[config.mk]
export PLATFORM = sky130hd
export DESIGN_NAME = circle_rasterizer
export DESIGN_NICKNAME = d
export VERILOG_FILES = /design/src/sv/cr_pkg.sv /design/src/sv/circle_rasterizer.sv /design/src/sv/cr_front.sv /design/src/sv/cr_queue.sv /design/src/sv/cr_back.sv
export SDC_FILE = /design/constraint.sdc
export NUM_CORES = 1
export LEC_CHECK = 0
export ABC_CLOCK_PERIOD_IN_PS = 22600
export BUFFER_PORTS_ARGS = -buffer_cell sky130_fd_sc_hd__buf_4
export CELL_PAD_IN_SITES_DETAIL_PLACEMENT = 1
export CELL_PAD_IN_SITES_GLOBAL_PLACEMENT = 1
export CORE_AREA = 2 2 170 172
export CTS_CLUSTER_SIZE = 24
export DETAILED_ROUTE_END_ITERATION = 10
export DIE_AREA = 0 0 172 174
export HOLD_SLACK_MARGIN = 0.03
export PLACE_DENSITY = 0.95
export SLEW_MARGIN = 20
export SYNTH_ARGS = -nofsm -noshare
export SYNTH_HDL_FRONTEND = slang
export SYNTH_SLANG_ARGS = --single-unit
[constraint.sdc]
create_clock -name clk -period 22.6 [get_ports clk]
set_clock_uncertainty 0.1 [all_clocks]
set_input_delay 1.13 -clock clk [delete_from_list [all_inputs] [get_ports clk]]
set_output_delay 1.13 -clock clk [all_outputs]
set_load 0.005 [all_outputs]
[src/sv/cr_pkg.sv]
// Shared types and constants for the circle rasterizer.
package cr_pkg;

  localparam int OUT_W       = 12;
  localparam int RAD_W       = 9;
  localparam int DEC_W       = 13;
  localparam int CALC_W      = 14;
  localparam int QUEUE_DEPTH = 2;

  localparam logic signed [DEC_W-1:0]  DEC_INIT   = DEC_W'(3);
  localparam logic signed [CALC_W-1:0] DEC_STEP_Y = CALC_W'(10);
  localparam logic signed [CALC_W-1:0] DEC_STEP_X = CALC_W'(6);

  typedef enum logic {
    OP_START   = 1'b0,
    OP_ADVANCE = 1'b1
  } op_t;

  typedef struct packed {
    op_t              op;
    logic [OUT_W-1:0] cx;
    logic [OUT_W-1:0] cy;
    logic [RAD_W-1:0] radius;
  } job_t;

endpackage

[src/sv/circle_rasterizer.sv]
// Midpoint circle rasterizer top level: one octant step per request.
//
// Usage: each request on the req channel (req_valid/req_stall) carries cmd,
// center_x, center_y and radius. cmd = 0 starts a circle at the given centre
// and returns its first step; cmd = 1 returns the next step of the running
// circle. Every request yields exactly one result on the step channel
// (step_valid/step_stall): valid_res, the eight mirrored coordinates and last.
// last marks the final octant step, after which the generator is idle; an
// advance while idle returns valid_res = 0 with all other fields zero. A start
// while a circle runs abandons it.
// A request passes the intake register, the two-entry job queue and the result
// register on its way to a result. Throughput: one request per cycle while the
// receiver does not stall.
// Reset: clears the channel valid flags and the queue; the generator comes up idle.
// When the receiver stalls, the result holds, the queue fills and then
// req_stall rises; no request is lost or repeated.
module circle_rasterizer import cr_pkg::*; #(
  parameter int COORD_BITS = 10
) (
  input  logic                    clk,
  input  logic                    rst,
  input  logic                    req_valid,
  output logic                    req_stall,
  input  logic                    cmd,
  input  logic [COORD_BITS-1:0]   center_x,
  input  logic [COORD_BITS-1:0]   center_y,
  input  logic [RAD_W-1:0]        radius,
  output logic                    step_valid,
  input  logic                    step_stall,
  output logic                    valid_res,
  output logic signed [OUT_W-1:0] cx_plus_x,
  output logic signed [OUT_W-1:0] cx_minus_x,
  output logic signed [OUT_W-1:0] cx_plus_y,
  output logic signed [OUT_W-1:0] cx_minus_y,
  output logic signed [OUT_W-1:0] cy_plus_y,
  output logic signed [OUT_W-1:0] cy_minus_y,
  output logic signed [OUT_W-1:0] cy_plus_x,
  output logic signed [OUT_W-1:0] cy_minus_x,
  output logic                    last
);

  logic front_valid;
  logic front_stall;
  job_t front_job;
  logic back_valid;
  logic back_stall;
  job_t back_job;

  cr_front #(
    .COORD_BITS(COORD_BITS)
  ) u_front (
    .clk       (clk),
    .rst       (rst),
    .req_valid (req_valid),
    .req_stall (req_stall),
    .cmd       (cmd),
    .center_x  (center_x),
    .center_y  (center_y),
    .radius    (radius),
    .job_valid (front_valid),
    .job_stall (front_stall),
    .job       (front_job)
  );

  cr_queue u_queue (
    .clk       (clk),
    .rst       (rst),
    .in_valid  (front_valid),
    .in_stall  (front_stall),
    .in_job    (front_job),
    .out_valid (back_valid),
    .out_stall (back_stall),
    .out_job   (back_job)
  );

  cr_back u_back (
    .clk        (clk),
    .rst        (rst),
    .job_valid  (back_valid),
    .job_stall  (back_stall),
    .job        (back_job),
    .step_valid (step_valid),
    .step_stall (step_stall),
    .valid_res  (valid_res),
    .cx_plus_x  (cx_plus_x),
    .cx_minus_x (cx_minus_x),
    .cx_plus_y  (cx_plus_y),
    .cx_minus_y (cx_minus_y),
    .cy_plus_y  (cy_plus_y),
    .cy_minus_y (cy_minus_y),
    .cy_plus_x  (cy_plus_x),
    .cy_minus_x (cy_minus_x),
    .last       (last)
  );

endmodule

[src/sv/cr_front.sv]
// Request intake: classifies the command and registers it as a job.
module cr_front import cr_pkg::*; #(
  parameter int COORD_BITS = 10
) (
  input  logic                  clk,
  input  logic                  rst,
  input  logic                  req_valid,
  output logic                  req_stall,
  input  logic                  cmd,
  input  logic [COORD_BITS-1:0] center_x,
  input  logic [COORD_BITS-1:0] center_y,
  input  logic [RAD_W-1:0]      radius,
  output logic                  job_valid,
  input  logic                  job_stall,
  output job_t                  job
);

  localparam int EXT_W = (COORD_BITS > OUT_W) ? COORD_BITS : OUT_W;

  logic [EXT_W-1:0] cx_ext;
  logic [EXT_W-1:0] cy_ext;
  job_t             job_next;

  assign req_stall = job_valid & job_stall;
  assign cx_ext    = EXT_W'(center_x);
  assign cy_ext    = EXT_W'(center_y);

  always_comb begin
    job_next.op     = cmd ? OP_ADVANCE : OP_START;
    job_next.cx     = cx_ext[OUT_W-1:0];
    job_next.cy     = cy_ext[OUT_W-1:0];
    job_next.radius = radius;
  end

  always_ff @(posedge clk) begin
    if (rst) begin
      job_valid <= 1'b0;
    end else if (!req_stall) begin
      job_valid <= req_valid;
    end
  end

  always_ff @(posedge clk) begin
    if (!req_stall && req_valid) begin
      job <= job_next;
    end
  end

endmodule

[src/sv/cr_queue.sv]
// Short job queue between intake and step generator.
module cr_queue import cr_pkg::*; (
  input  logic clk,
  input  logic rst,
  input  logic in_valid,
  output logic in_stall,
  input  job_t in_job,
  output logic out_valid,
  input  logic out_stall,
  output job_t out_job
);

  localparam int PTR_W = (QUEUE_DEPTH > 1) ? $clog2(QUEUE_DEPTH) : 1;
  localparam int CNT_W = $clog2(QUEUE_DEPTH + 1);

  job_t             slots [QUEUE_DEPTH];
  logic [PTR_W-1:0] wr_ptr;
  logic [PTR_W-1:0] rd_ptr;
  logic [CNT_W-1:0] count;
  logic             push;
  logic             pop;

  assign in_stall  = (count == CNT_W'(QUEUE_DEPTH));
  assign out_valid = (count != '0);
  assign push      = in_valid & ~in_stall;
  assign pop       = out_valid & ~out_stall;
  assign out_job   = slots[rd_ptr];

  always_ff @(posedge clk) begin
    if (rst) begin
      wr_ptr <= '0;
      rd_ptr <= '0;
      count  <= '0;
    end else begin
      if (push) begin
        wr_ptr <= (wr_ptr == PTR_W'(QUEUE_DEPTH - 1)) ? '0 : wr_ptr + PTR_W'(1);
      end
      if (pop) begin
        rd_ptr <= (rd_ptr == PTR_W'(QUEUE_DEPTH - 1)) ? '0 : rd_ptr + PTR_W'(1);
      end
      if (push && !pop) begin
        count <= count + CNT_W'(1);
      end else if (pop && !push) begin
        count <= count - CNT_W'(1);
      end
    end
  end

  always_ff @(posedge clk) begin
    if (push) begin
      slots[wr_ptr] <= in_job;
    end
  end

endmodule

[src/sv/cr_back.sv]
// Step generator: midpoint state, mirrored coordinates and result register.
module cr_back import cr_pkg::*; (
  input  logic                    clk,
  input  logic                    rst,
  input  logic                    job_valid,
  output logic                    job_stall,
  input  job_t                    job,
  output logic                    step_valid,
  input  logic                    step_stall,
  output logic                    valid_res,
  output logic signed [OUT_W-1:0] cx_plus_x,
  output logic signed [OUT_W-1:0] cx_minus_x,
  output logic signed [OUT_W-1:0] cx_plus_y,
  output logic signed [OUT_W-1:0] cx_minus_y,
  output logic signed [OUT_W-1:0] cy_plus_y,
  output logic signed [OUT_W-1:0] cy_minus_y,
  output logic signed [OUT_W-1:0] cy_plus_x,
  output logic signed [OUT_W-1:0] cy_minus_x,
  output logic                    last
);

  logic [RAD_W-1:0]         offset_x;
  logic [RAD_W-1:0]         offset_y;
  logic signed [DEC_W-1:0]  decision;
  logic [OUT_W-1:0]         centre_x_reg;
  logic [OUT_W-1:0]         centre_y_reg;
  logic                     active;

  logic                     pop;
  logic                     start;
  logic                     emit;
  logic [RAD_W-1:0]         x_cur;
  logic [RAD_W-1:0]         y_cur;
  logic signed [DEC_W-1:0]  d_cur;
  logic [OUT_W-1:0]         xc;
  logic [OUT_W-1:0]         yc;
  logic [OUT_W-1:0]         x_w;
  logic [OUT_W-1:0]         y_w;
  logic signed [CALC_W-1:0] xe;
  logic signed [CALC_W-1:0] ye;
  logic signed [CALC_W-1:0] de;
  logic signed [CALC_W-1:0] d_next;
  logic signed [CALC_W-1:0] nx;
  logic signed [CALC_W-1:0] ny;
  logic                     is_last;

  assign job_stall = step_valid & step_stall;
  assign pop       = job_valid & ~job_stall;
  assign start     = (job.op == OP_START);
  assign emit      = start | active;

  always_comb begin
    x_cur = start ? '0 : offset_x;
    y_cur = start ? job.radius : offset_y;
    d_cur = start ? DEC_INIT - $signed({3'b000, job.radius, 1'b0}) : decision;
    xc    = start ? job.cx : centre_x_reg;
    yc    = start ? job.cy : centre_y_reg;
    x_w   = OUT_W'(x_cur);
    y_w   = OUT_W'(y_cur);
    xe    = $signed(CALC_W'(x_cur));
    ye    = $signed(CALC_W'(y_cur));
    de    = CALC_W'(d_cur);
    nx    = xe + CALC_W'(1);
    if (d_cur > 0) begin
      d_next = de + ((xe - ye) <<< 2) + DEC_STEP_Y;
      ny     = ye - CALC_W'(1);
    end else begin
      d_next = de + (xe <<< 2) + DEC_STEP_X;
      ny     = ye;
    end
    is_last = (nx > ny);
  end

  always_ff @(posedge clk) begin
    if (rst) begin
      active <= 1'b0;
    end else if (pop && emit) begin
      active <= ~is_last;
    end
  end

  always_ff @(posedge clk) begin
    if (pop && emit && !is_last) begin
      offset_x     <= nx[RAD_W-1:0];
      offset_y     <= ny[RAD_W-1:0];
      decision     <= d_next[DEC_W-1:0];
      centre_x_reg <= xc;
      centre_y_reg <= yc;
    end
  end

  always_ff @(posedge clk) begin
    if (rst) begin
      step_valid <= 1'b0;
    end else if (!job_stall) begin
      step_valid <= job_valid;
    end
  end

  always_ff @(posedge clk) begin
    if (pop) begin
      valid_res  <= emit;
      last       <= emit & is_last;
      cx_plus_x  <= emit ? xc + x_w : '0;
      cx_minus_x <= emit ? xc - x_w : '0;
      cx_plus_y  <= emit ? xc + y_w : '0;
      cx_minus_y <= emit ? xc - y_w : '0;
      cy_plus_y  <= emit ? yc + y_w : '0;
      cy_minus_y <= emit ? yc - y_w : '0;
      cy_plus_x  <= emit ? yc + x_w : '0;
      cy_minus_x <= emit ? yc - x_w : '0;
    end
  end

  a_last_ends_circle: assert property (@(posedge clk) disable iff (rst)
    step_valid && last |-> !active)
    else $error("circle still active after final step");

  a_idle_result_clear: assert property (@(posedge clk) disable iff (rst)
    step_valid && !valid_res |-> !last && cx_plus_x == '0 && cy_minus_x == '0)
    else $error("idle advance produced a nonzero result");

  a_octant_order: assert property (@(posedge clk) disable iff (rst)
    active |-> offset_x <= offset_y)
    else $error("offset x passed offset y while active");

  a_start_takes_effect: assert property (@(posedge clk) disable iff (rst)
    pop && start |=> active || (step_valid && last))
    else $error("start request did not begin a circle");

endmodule
==> flow_summary.yaml <==
route:
  drt-initial-drc-count: 934
  via_count: 10800
  route.detailed.wl_per_inst_um: 23.6
  post-route-drc-count: 0
  drtPass1Iterations: 5
  viasPerCell: 5.91
  drt_wl_total_um: 43000
  ant_nets: 0
synthesis:
  ys_seq_area_share_pct: 50.6
  ys_seq_elements: 247
  synth_top_family_by_area: "adder cells"
  netlist_area_um2: 14500
  synth_top_flop_cell: "edfxtp_1"
  synth-xor-area-share_pct: 6.53
  yosysUniqueCellTypes: 68
  netlist_instances: 1285
  synth-async-reset-ratio_pct: 0
  syn_avg_cell_area_um2: 11.3
  synth_nets: 1464
  yosysWarnings: 0
  synth_edf_count: 239
  synth.area.mux_share_pct: 4.15
  synth_adder_area_share_pct: 13.1
  synth_compound_area_share_pct: 10.3
  synthSimpleGateAreaFrac_pct: 12.0
clock_network:
  cts_setup_buffers: 0
  clk_latency_ns: 0.56
  cts_tree: "built"
  cts_made_buffers: 27
  cts.path.max_buffers: 3
  clkTransAtPathRegs_ns: 0.06
  cts-root-buf: "clkbuf_16"
  clock_sinks: 247
  ctsHtreeMaxLevel: 1
  cts_hold_buf: 0
  ctsResizeCount: 0
die:
  die_w_um: 172
  die_y_um: 174
  core_area_um2: 28200
  dieArea_um2: 29900
  row_count: 62
  start_util_pct: 51.3
  ioPinCount: 134
layout:
  diodes: 0
  largest_reg_flops: 60
  largestRegisters: "u_queue.slots: 60 flops, u_front.job: 30 flops, u_back.decision: 13 flops"
  nets: 1595
  regMostFlops: "u_queue.slots"
  area_growth_pct: 15.8
  layout-drive-gt1-share_pct: 15.3
  fin_area_um2: 16800
worst_hold_path:
  hold_class: "reg -> reg"
sta:
  relSlewSlack_pct: 26.4
  tightest_slew_ns: 1.09
  finalSetupTns_ns: 0
  max_freq_mhz: 136
  setup_viol: 0
  period_minus_slack_ns: 7.34
  maxSlewViolCount: 0
  timing.hold.ws_ns: 0.345
  period_share_pct: 32.5
  hold_viol: 0
  grt_setup_unrepaired: "no"
setup_path:
  crit_slowest_cell: "buf_4"
  crit_chain: "buf_4 -> mux2i_1 -> ha_1 -> or3b_2 -> o32ai_1 -> a41oi_1 -> a2111oi_4 -> or4b_1 -> nand2_2 -> mux2_2 -> ha_1 -> nor2b_1 -> o21ai_0 -> a21oi_1 -> o31ai_1 -> a21oi_1 -> a41o_1 -> nor3_2 -> buf_4"
  crit_required_ns: 22.68
  rrSetupSlack_ns: 15.26
  end_kind: "register"
  startpoint_type: "register"
  setup.worst_path.end: "u_back.decision[3]"
  crit_type: "reg -> reg"
  critical_path.max_stage_delay_ns: 0.68
  r2r-end: "u_back.decision[3]"
  worst-path-max-fanout: 50
  r2r_cells: 19
  cp.arrival_ns: 7.42
power_and_ir_drop:
  power-per-cell-area_nw_per_um2: 182
  power_leakage_nw: 6.77
  irDropWorstVdd_mv: 0.0803
  total_power_mw: 3.05
grt:
  grt_usage_pct: 28.8
  antenna_found_initial: 1
  grt_pass1_wl_um: 65900
  overflow: 0
  grt_start_max_net_pins: 78
  grt_pass1_vias: 11600
place:
  postPlaceCellArea_um2: 15900
  hpwl_um: 31800
  place_congestion: 0.911
  portBuffers: 133
run:
  drv_cap: 0
status:
  status: "complete, no violations"
## per-layer routing
metal	GRT usage (%)	wire, µm
met5	0	0
met4	11.6	1780
met2	50.9	21900
met1	34.7	16500
met3	4.76	2810
## metrics by stage
stage | util (%) | setup slack [ns] | instances
floorplan | - | 13.34 | 1285
global placement | 56.3 | 15.77 | 1771
detailed placement | 56.3 | 15.48 | 1771
CTS | 59.5 | 15.38 | 1820
global route | 59.5 | 14.98 | 1820
finish | 59.5 | 15.26 | 1820
## cells in the mapped netlist, drive strengths merged (3+ instances only)
cell / instances / area (µm²)
o21ai: 52 / 260
buf: 16 / 92.6
a2111oi: 3 / 45.1
a311oi: 3 / 26.3
mux2i: 50 / 500
nand2: 83 / 314
o41ai: 4 / 35.0
o31ai: 5 / 37.5
nor2b: 22 / 138
a21o: 15 / 113
nand2b: 14 / 87.6
or3: 15 / 98.8
o21bai: 10 / 75.1
and3: 5 / 31.3
dfxtp: 8 / 160
o21a: 12 / 90.1
xor2: 24 / 210
o311ai: 4 / 35.0
inv: 72 / 270
a21oi: 86 / 430
nor2: 147 / 552
ha: 134 / 1680
nor3: 34 / 170
clkbuf: 29 / 109
o21ba: 6 / 60.1
nand4: 6 / 37.5
a31oi: 5 / 31.3
fa: 11 / 220
mux2: 9 / 101
a211oi: 7 / 57.6
xnor2: 84 / 736
o211ai: 6 / 45.0
edfxtp: 239 / 7180
and2: 11 / 68.8
nand3: 17 / 85.1
## kinds of logic (layout without fill, tap and decap cells)
| group | Yosys count | in the layout |
|---|---|---|
| AND/OR/NAND/NOR | 372 | 372 |
| AO/OA/AOI/OAI | 235 | 235 |
| buffers and inverters | 119 | 270 |
| XOR/XNOR | 108 | 108 |
| adder cells (fa/ha/maj) | 145 | 145 |
| multiplexers | 59 | 59 |
| flip-flops | 247 | 247 |
## power breakdown
part | internal (mW) | switching, mW | total (mW)
clock | 0.261 | 0.182 | 0.443
sequential | 0.754 | 0.0652 | 0.819
combinational | 0.714 | 1.08 | 1.79
total | 1.73 | 1.32 | 3.05
## area by class of cell
type,instances,area (µm²)
fillers,3011,11400
well taps,384,480
repair buffers,147,1100
multi-input cells,919,6700
flip-flops and latches,247,7340
inverters,74,280
clock buffers,41,778
clock inverters,8,110
## critical path, delay by kind of cell (launching register included)
family / cells / cell delay, ns
buffers and inverters: 2 / 1.20
and+or+nand+nor: 5 / 2.10
muxes: 2 / 0.73
adders and majority gates: 2 / 0.65
AOI/OAI and AO/OA: 8 / 1.76
DFF: 1 / 0.31
## layout by cell type, fill, tap and decap left out, types with 6 or more instances in the layout
master / instances
o21ba_2: 6
xnor2_1: 84
nor2b_1: 21
clkbuf_16: 27
a211oi_1: 6
and2_1: 11
mux2_2: 9
inv_1: 71
o21a_1: 12
a21o_1: 15
ha_1: 134
o21bai_1: 10
edfxtp_1: 239
mux2i_1: 49
clkbuf_1: 9
nand4_1: 6
o21ai_0: 51
or3_1: 14
buf_4: 147
xor2_1: 24
nand2_1: 82
nand2b_1: 14
a21oi_1: 86
nor2_1: 145
o211ai_1: 6
dfxtp_1: 7
nand3_1: 17
fa_1: 11
nor3_1: 33
## how the worst min path moves through the flow
stage | from | to | slack [ns] | cells past startpoint
6_report | u_front.job[16] | u_queue.slots[0][16] | 0.35 | 0
5_1_grt | u_front.job[12] | u_queue.slots[0][12] | 0.35 | 0
4_1_cts | u_front.job[16] | u_queue.slots[1][16] | 0.34 | 0
3_5_place_dp | u_front.job[16] | u_queue.slots[0][16] | 0.33 | 0
3_3_place_gp | u_front.job[3] | u_queue.slots[0][3] | 0.32 | 0
2_1_floorplan | u_front.job[0] | u_queue.slots[0][0] | 0.32 | 0
Note: power is estimated with default switching activity, not from simulation.
